**src/rpn_pkg.sv**
```systemverilog
// Package with the request codes, status codes, sizes, item types and state types of the RPN calculator.
package rpn_pkg;

    localparam int STACK_DEPTH_DEF = 64;
    localparam int VAR_COUNT_DEF   = 26;
    localparam int DATA_W          = 32;
    localparam int REQ_W           = 4;
    localparam int VIX_W           = 5;
    localparam int STATUS_W        = 3;
    localparam int DEPTH_W         = $clog2(STACK_DEPTH_DEF + 1);

    // Request codes.
    localparam logic [REQ_W-1:0] REQ_PUSH   = 4'd0;
    localparam logic [REQ_W-1:0] REQ_ADD    = 4'd1;
    localparam logic [REQ_W-1:0] REQ_SUB    = 4'd2;
    localparam logic [REQ_W-1:0] REQ_MUL    = 4'd3;
    localparam logic [REQ_W-1:0] REQ_DIV    = 4'd4;
    localparam logic [REQ_W-1:0] REQ_MOD    = 4'd5;
    localparam logic [REQ_W-1:0] REQ_STORE  = 4'd6;
    localparam logic [REQ_W-1:0] REQ_RECALL = 4'd7;
    localparam logic [REQ_W-1:0] REQ_DUP    = 4'd8;
    localparam logic [REQ_W-1:0] REQ_SWAP   = 4'd9;
    localparam logic [REQ_W-1:0] REQ_TOP    = 4'd10;
    localparam logic [REQ_W-1:0] REQ_CLEAR  = 4'd11;

    // Status codes.
    localparam logic [STATUS_W-1:0] ST_OK   = 3'd0;
    localparam logic [STATUS_W-1:0] ST_FEW  = 3'd1;
    localparam logic [STATUS_W-1:0] ST_FULL = 3'd2;
    localparam logic [STATUS_W-1:0] ST_DIVZ = 3'd3;
    localparam logic [STATUS_W-1:0] ST_SAT  = 3'd4;

    // One token on the request channel.
    typedef struct packed {
        logic [REQ_W-1:0]         req_type;
        logic signed [DATA_W-1:0] number_in;
        logic [VIX_W-1:0]         var_index;
    } req_item_t;

    // One result on the response channel.
    typedef struct packed {
        logic [STATUS_W-1:0]      status;
        logic signed [DATA_W-1:0] top_value;
        logic [DEPTH_W-1:0]       stack_depth;
    } rsp_item_t;

    typedef enum logic [3:0] {
        S_IDLE,
        S_RD1,
        S_RD2,
        S_EXEC,
        S_MUL,
        S_DIV,
        S_DIVFIN,
        S_WB,
        S_CLEAR,
        S_OUT
    } state_t;

    // Request to the divider and its answer.
    typedef struct packed {
        logic        start;
        logic [63:0] dividend;
        logic [31:0] divisor;
    } div_req_t;

    typedef struct packed {
        logic        done;
        logic [63:0] quot;
        logic [31:0] rem;
    } div_rsp_t;

endpackage

```
**src/rpn_div.sv**
```systemverilog
// Restoring divider on magnitudes: 64-bit dividend by 32-bit divisor, one bit a cycle.
module rpn_div (
    input  logic              clk,
    input  logic              rst_n,
    input  rpn_pkg::div_req_t req,
    output rpn_pkg::div_rsp_t rsp
);
    logic [63:0] quot_reg, quot_next;
    logic [31:0] rem_reg, rem_next;
    logic [31:0] dsr_reg, dsr_next;
    logic [6:0]  cnt_reg, cnt_next;
    logic        busy_reg, busy_next;
    logic        done_reg, done_next;
    logic [32:0] trial;

    // One shift and trial subtract per cycle; the remainder stays below the divisor.
    always_comb
    begin
        quot_next = quot_reg;
        rem_next  = rem_reg;
        dsr_next  = dsr_reg;
        cnt_next  = cnt_reg;
        busy_next = busy_reg;
        done_next = 1'b0;
        trial     = {rem_reg, quot_reg[63]} - {1'b0, dsr_reg};
        if (req.start)
        begin
            quot_next = req.dividend;
            rem_next  = '0;
            dsr_next  = req.divisor;
            cnt_next  = 7'd64;
            busy_next = 1'b1;
        end
        else if (busy_reg)
        begin
            if (!trial[32])
            begin
                rem_next = trial[31:0];
                quot_next = {quot_reg[62:0], 1'b1};
            end
            else
            begin
                rem_next = {rem_reg[30:0], quot_reg[63]};
                quot_next = {quot_reg[62:0], 1'b0};
            end
            cnt_next = cnt_reg - 7'd1;
            if (cnt_reg == 7'd1)
            begin
                busy_next = 1'b0;
                done_next = 1'b1;
            end
        end
    end

    always_ff @(posedge clk or negedge rst_n)
    begin
        if (!rst_n)
        begin
            busy_reg <= 1'b0;
            done_reg <= 1'b0;
            cnt_reg  <= '0;
        end
        else
        begin
            busy_reg <= busy_next;
            done_reg <= done_next;
            cnt_reg  <= cnt_next;
        end
    end

    always_ff @(posedge clk)
    begin
        quot_reg <= quot_next;
        rem_reg  <= rem_next;
        dsr_reg  <= dsr_next;
    end

    assign rsp.done = done_reg;
    assign rsp.quot = quot_reg;
    assign rsp.rem  = rem_reg;
endmodule

```
**config.mk**
```make
export PLATFORM = sky130hd
export DESIGN_NAME = rpn_div
export DESIGN_NICKNAME = d
export VERILOG_FILES = /design/src/rpn_pkg.sv /design/src/rpn_div.sv
export SDC_FILE = /design/constraint.sdc
export NUM_CORES = 1
export LEC_CHECK = 0
export ABC_AREA = 1
export BUFFER_PORTS_ARGS = -buffer_cell sky130_fd_sc_hd__clkbuf_2
export CORE_MARGIN = 2
export CORE_UTILIZATION = 30
export DETAILED_ROUTE_END_ITERATION = 16
export PLACE_DENSITY = 0.58
export REMOVE_ABC_BUFFERS = 1
export SLEW_MARGIN = 20
export SYNTH_ARGS = -nofsm -noshare
export SYNTH_HDL_FRONTEND = slang
export SYNTH_SLANG_ARGS = --single-unit
```
**constraint.sdc**
```tcl
create_clock -name clk -period 2.8 [get_ports clk]
set_clock_uncertainty 0.2 [all_clocks]
set_input_delay 0.28 -clock clk [delete_from_list [all_inputs] [get_ports clk]]
set_output_delay 0.28 -clock clk [all_outputs]
set_load 0.01 [all_outputs]
```
; Word level (Yosys, flattened, before mapping)
; Index checks and enable logic that the tools add are counted.
[word_totals]
register_bits = 137
word_cells = 22
[op_classes]
addsub = 2
n_eq_ne = 1
muxes = 12
reduce_logical = 1
[op_table]
columns = operator, n
row1 = $mux W64, 2
row2 = $sub A33 B32 Y33, 1
row3 = $mux W32, 1
row4 = $mux W7, 2
row5 = $eq A7 B1 Y1 const B, 1
row6 = $mux W1, 7
row7 = $sub A7 B1 Y7 const B, 1
row8 = $reduce_bool A2 Y1, 1

; Depth between registers and ports, before layout
[depth]
depth_word = 4
depth_mapped = 18

; Worst setup path before layout
; Ideal clock, no wire load.
[synth_path]
kind = flip-flop to flip-flop
startpoint = register quot_reg[63]
endpoint = register quot_reg[0] (data pin)
setup_ps = 269
t_arrival_ps = 2092
required_time_ps = 2331
slack_ps = 239
stages_incl_launch_ff = 17
path_buffers = 1
period_less_slack_ps = 2561
cell_sequence = edfxtp_1 > inv_1 > ha_1 > fa_1 > inv_1 > nand2_1 > nand2_1 > nand3_1 > nand2_1 > nand2_1 > nand2_1 > nand2_2 > nand2_2 > nand2_1 > nand2_2 > buf_4 > o21ai_0
[synth_via]
elab_chain_len = 4
[synth_lines]
columns = element, line
row1 = "start, declared", rpn_div.sv:8  ; logic [63:0] quot_reg, quot_next;
row2 = "start signal, assigned", rpn_div.sv:73  ; quot_reg <= quot_next;
row3 = $sub A33 B32 Y33, rpn_div.sv:25  ; trial = {rem_reg, quot_reg[63]} - {1'b0, dsr_reg};
row4 = $mux W1, rpn_div.sv:36  ; if (!trial[32])
row5 = $mux W64, rpn_div.sv:34  ; else if (busy_reg)
row6 = $mux W64, rpn_div.sv:26  ; if (req.start)
row7 = via quot_next[0], rpn_div.sv:8
; The timed path passes the listed nets, and every way through them passes these cells. The select of a mux whose other input is x is not followed.
; A chain may end at the register's enable or synchronous reset.

; Worst setup path after layout
[layout_path]
startpoint = register quot_reg[63]
endpoint = register rem_reg[22]
[layout_via]
elab_chain_len = 2
[layout_lines]
columns = element, line
row1 = $sub A33 B32 Y33, rpn_div.sv:25
row2 = $mux W32, rpn_div.sv:36
row3 = "end signal, assigned", rpn_div.sv:74  ; rem_reg <= rem_next;
row4 = "end, declared", rpn_div.sv:9  ; logic [31:0] rem_reg, rem_next;
; Every way passes these cells.

==> results by stage <==
Drt:
- The total routed wirelength is about 26000 µm.
- The count of nets left with antenna violations once routing finished came out at 0.
- The routed length per instance is ~14 µm.
- After detailed routing, the number of remaining DRC violations is 0.
- The number of vias per cell is 4.44.
- The overall via count from detail_route is 8179.
- For this run, the detailed router's first-pass iteration total came to 6.
- The first routing iteration left roughly 470 violations.

Logic synthesis:
- Among all flip-flop cells after synthesis, the most frequent one is sky130_fd_sc_hd__edfxtp_1.
- The most frequent cell after synthesis is sky130_fd_sc_hd__nand2_1.
- In the synthesized netlist the async set-or-reset flop fraction comes to 6.57%.
- In this run, synthesis inferred 96 flip-flops with an integrated enable.
- The top cell type by total area after synthesis is sky130_fd_sc_hd__edfxtp_1.
- The Yosys step of the flow raised 0 warnings.
- A synthesized cell averages a little over 7 µm².
- In this run, synthesis produced a sequential element count of approximately 140.
- After synthesis, the most frequently instantiated cells are sky130_fd_sc_hd__nand2_1, sky130_fd_sc_hd__inv_1, sky130_fd_sc_hd__edfxtp_1.
- In this run, distinct cell masters in the synthesized netlist total 34.
- The share of the yosys chip area belonging to registers is between 40% and 50%.
- The top cell type's share of synthesized area is 34.8%.
- Ranked by total cell area, the synthesized netlist is headed by sky130_fd_sc_hd__edfxtp_1, sky130_fd_sc_hd__nand2_1, sky130_fd_sc_hd__inv_1.
- The cell area after synthesis is slightly above 8000 µm².
- Counting every instance in the synthesized netlist gives approximately 1200.

Timing:
- Setup repair after global routing could not meet its margin everywhere.
- The setup total negative slack is 0 ns.
- The tightest slew margin relative to the limit is between 50% and 60%.
- The number of hold violations in the final report came to 0.
- For the pin with the worst max-slew slack, the measured transition is 0.696 ns.
- Static timing analysis puts the maximum clock frequency at 372 MHz.
- Of the available clock period, the critical path in the final layout requires about 96%.
- The post-route minimum period is roughly 2.7 ns.
- The number of pins with negative max-slew slack in the final report is 0.
- The setup violation total in the final timing report is 0.

Floorplan:
- The initial cell density of the core is around 30%.
- The number of placement rows is 60.
- 196 I/O pins were placed.
- The overall die area is 29000 µm².
- Measured along the y axis, the die boundary spans ~170 µm.
- The placeable core area is ~27000 µm².
- The die extent in x is roughly 170 µm.

Final layout:
- The flip-flop count of the largest register, all copies and words added is 64.
- The filler cell count in the final layout is between 2000 and 3000.
- The share of post-route cells with drive strength above 1 is between 10% and 20%.
- The number of nets in the final layout is roughly 1600.
- The post-route cell area is 11500 µm².
- The signed area change from the synthesized netlist to the final layout is 38.4%.

Place:
- The half-perimeter wire length of the detailed placement result is 18300 µm.
- Summing all placed instances gives a cell area of 9720 µm².
- The final weighted congestion in routability-driven placement is slightly below 0.9.
- The number of input and output port buffers inserted is roughly 200.

Setup path:
- The largest incremental delay on the critical path is about 0.4 ns.
- The type of the worst setup path is reg2reg.
- The worst register-to-register path begins at quot_reg[63]$_DFFE_PP_.
- The endpoint identified for the worst register-to-register timing path is rem_reg[22]$_SDFFE_PP0P_.
- Along the worst path, the maximum fanout reaches 7.
- The endpoint arrival time on the critical path is 2.80 ns.
- Setup slack on the worst reg-to-reg path comes out at between 0.1 and 0.15 ns.
- Walking the worst path, the cells encountered are inv_1, ha_2, fa_2, inv_2, nand2_1, nand2_2, nand3_1, nand2_1, nand2_1, nand2_2, nand2_4, nand2_2, buf_4, nand2_4, nand2_4, nand2_1, nand3_1, nand2_1.
- The largest individual stage delay along the critical path comes from the cell sky130_fd_sc_hd__fa_2.
- The number of cells traversed by the worst register-to-register path is 18.
- The cell that appears most often on the critical path is sky130_fd_sc_hd__nand2_1.
- The category of the worst setup path launch point is a flop.
- The capturing instance or port of the critical path is rem_reg[22]$_SDFFE_PP0P_.
- Data on the critical path is required at its endpoint by approximately 2.9 ns.
- The endpoint class of the critical path is a flop.
- Tracing the worst setup path back leads to its startpoint at quot_reg[63]$_DFFE_PP_.

Clocking:
- The tree is rooted in a sky130_fd_sc_hd__clkbuf_16.
- The clock insertion delay at the later pin of the skew report is between 0.4 and 0.5 ns.
- TritonCTS built the clock tree.
- The H-tree was split into 4 levels.
- The clock net in this run drives a total of roughly 140 sinks.
- The clock passes through at most 2 buffers.
- The clock buffer count from CTS is 17.
- The clock-pin slew on the worst setup and hold paths is around 0.07 ns.

Power and ir drop:
- The share of total power dissipated in combinational logic is roughly 50%.
- Dividing total power by cell area gives a power density of roughly 900 nW/µm².
- The portion of total power attributed to sequential cells is 28.3%.
- Per report_power, the clock group accounts for ~22% of the total.
- The analysis attributes to cell leakage a power of about 6.3 nW.
- The cell internal power dissipation is about 5.8 mW.
- The largest vdd supply drop is approximately 0.00042 V.
- The switching fraction of total power is a little over two fifths.
- After layout, the design draws a total of roughly 10 mW.
- The switching component of the power is roughly 4.5 mW.

Worst hold path:
- The min-delay analysis places its worst path in the category in2async.

GRT:
- Global routing finished with a remaining overflow of 0.
- The number of antenna violations at the first check in global routing is 1.
- The first global-routing pass estimated 39800 µm of wire.
- The combined global-route utilization of all metal layers is about 18%.
- Entering global routing, the biggest net connects 61 pins.
- The via count of the first global-routing pass came to 8062.

Run status:
- The run finished with clean final reports.

Run:
- The number of max-cap violations is 0.
[metrics by stage]
stage	setup WS [ns]	hold WS, ns	utilization, %	cells
2_1_floorplan	-0.659	-0.216	-	1150
3_3_place_gp	0.136	-0.0481	36.0	1702
3_5_place_dp	0.0552	-0.0474	36.0	1702
4_1_cts	0.0252	0.0283	41.7	1831
5_1_grt	-0.0480	0.0816	42.5	1843
6_report	0.114	0.0385	42.5	1843
[worst max-delay path, delay by kind of cell (launching register included)]
kind                       cells  cell delay (ns)
and+or+nand+nor               13             1.16
adders and majority gates      2             0.61
buffers and inverters          3             0.26
DFF                            1             0.35
[area by class of cell]
cell class                      count  area [µm²]  area share [%]
Clock inverter                     13         135            1.18
Antenna cell                        1        2.50          0.0218
Tap cell                          341         427            3.72
Inverter                          216         811            7.06
Timing Repair Buffer              317        2230            19.4
Sequential cell                   137        3750            32.6
Clock buffer                       19         443            3.86
Multi-Input combinational cell    799        3690            32.1
[timing repair]
action	in CTS	in global routing
buffers inserted	0	5
endpoints found under the setup margin	0	33
hold buffers	97	0
endpoints found under the hold margin	105	0
gates resized for setup	0	17
[cell usage in the layout (no fill, tap or decap), types with 32 or more instances in the layout]
master,synthesis,routed
sky130_fd_sc_hd__dlygate4sd3_1,0,97
sky130_fd_sc_hd__nand3_1,64,64
sky130_fd_sc_hd__dfxtp_1,32,32
sky130_fd_sc_hd__clkbuf_2,0,194
sky130_fd_sc_hd__nand2_1,564,561
sky130_fd_sc_hd__ha_1,34,32
sky130_fd_sc_hd__inv_1,214,212
sky130_fd_sc_hd__nor2_1,51,49
sky130_fd_sc_hd__edfxtp_1,96,96
[worst min path at each step]
| stage | start | end |
|---|---|---|
| finish | rst_n | cnt_reg[3]$_DFFE_PN0P_ |
| global route | rst_n | cnt_reg[3]$_DFFE_PN0P_ |
| CTS | rst_n | cnt_reg[2]$_DFFE_PN0P_ |
| detailed placement | rst_n | cnt_reg[2]$_DFFE_PN0P_ |
| global placement | rst_n | cnt_reg[3]$_DFFE_PN0P_ |
| floorplan | rst_n | busy_reg$_DFF_PN0_ |
[power groups by stage]
stage          sequential [mW]  clock [mW]  combinational (mW)
3_3_place_gp              2.95           0                4.40
5_1_grt                   2.98        2.42                5.74
6_report                  2.92        2.28                5.10
2_1_floorplan             3.05           0                2.80
4_1_cts                   2.92        2.35                4.55
3_5_place_dp              2.96           0                4.42
[logic make-up after synthesis]
group,Yosys count,share of synthesized area [%]
AOI/OAI and AO/OA,35,2.22
xor gates and xnor gates,15,1.58
adders and majority gates,35,5.37
buffers and inverters,243,11.4
DFF,137,45.2
and+or+nand+nor,712,34.3
[metal layers]
metal | part of all wire [%] | global-route usage [%] | up-vias
met4 | 1.6 | 4.76 | 0
met2 | 47 | 30.6 | 283
li1 | - | - | 4213
met5 | 0 | 0 | -
met1 | 44 | 21.3 | 3659
met3 | 7.0 | 4.93 | 24
Power figures use the tool's default switching activity.
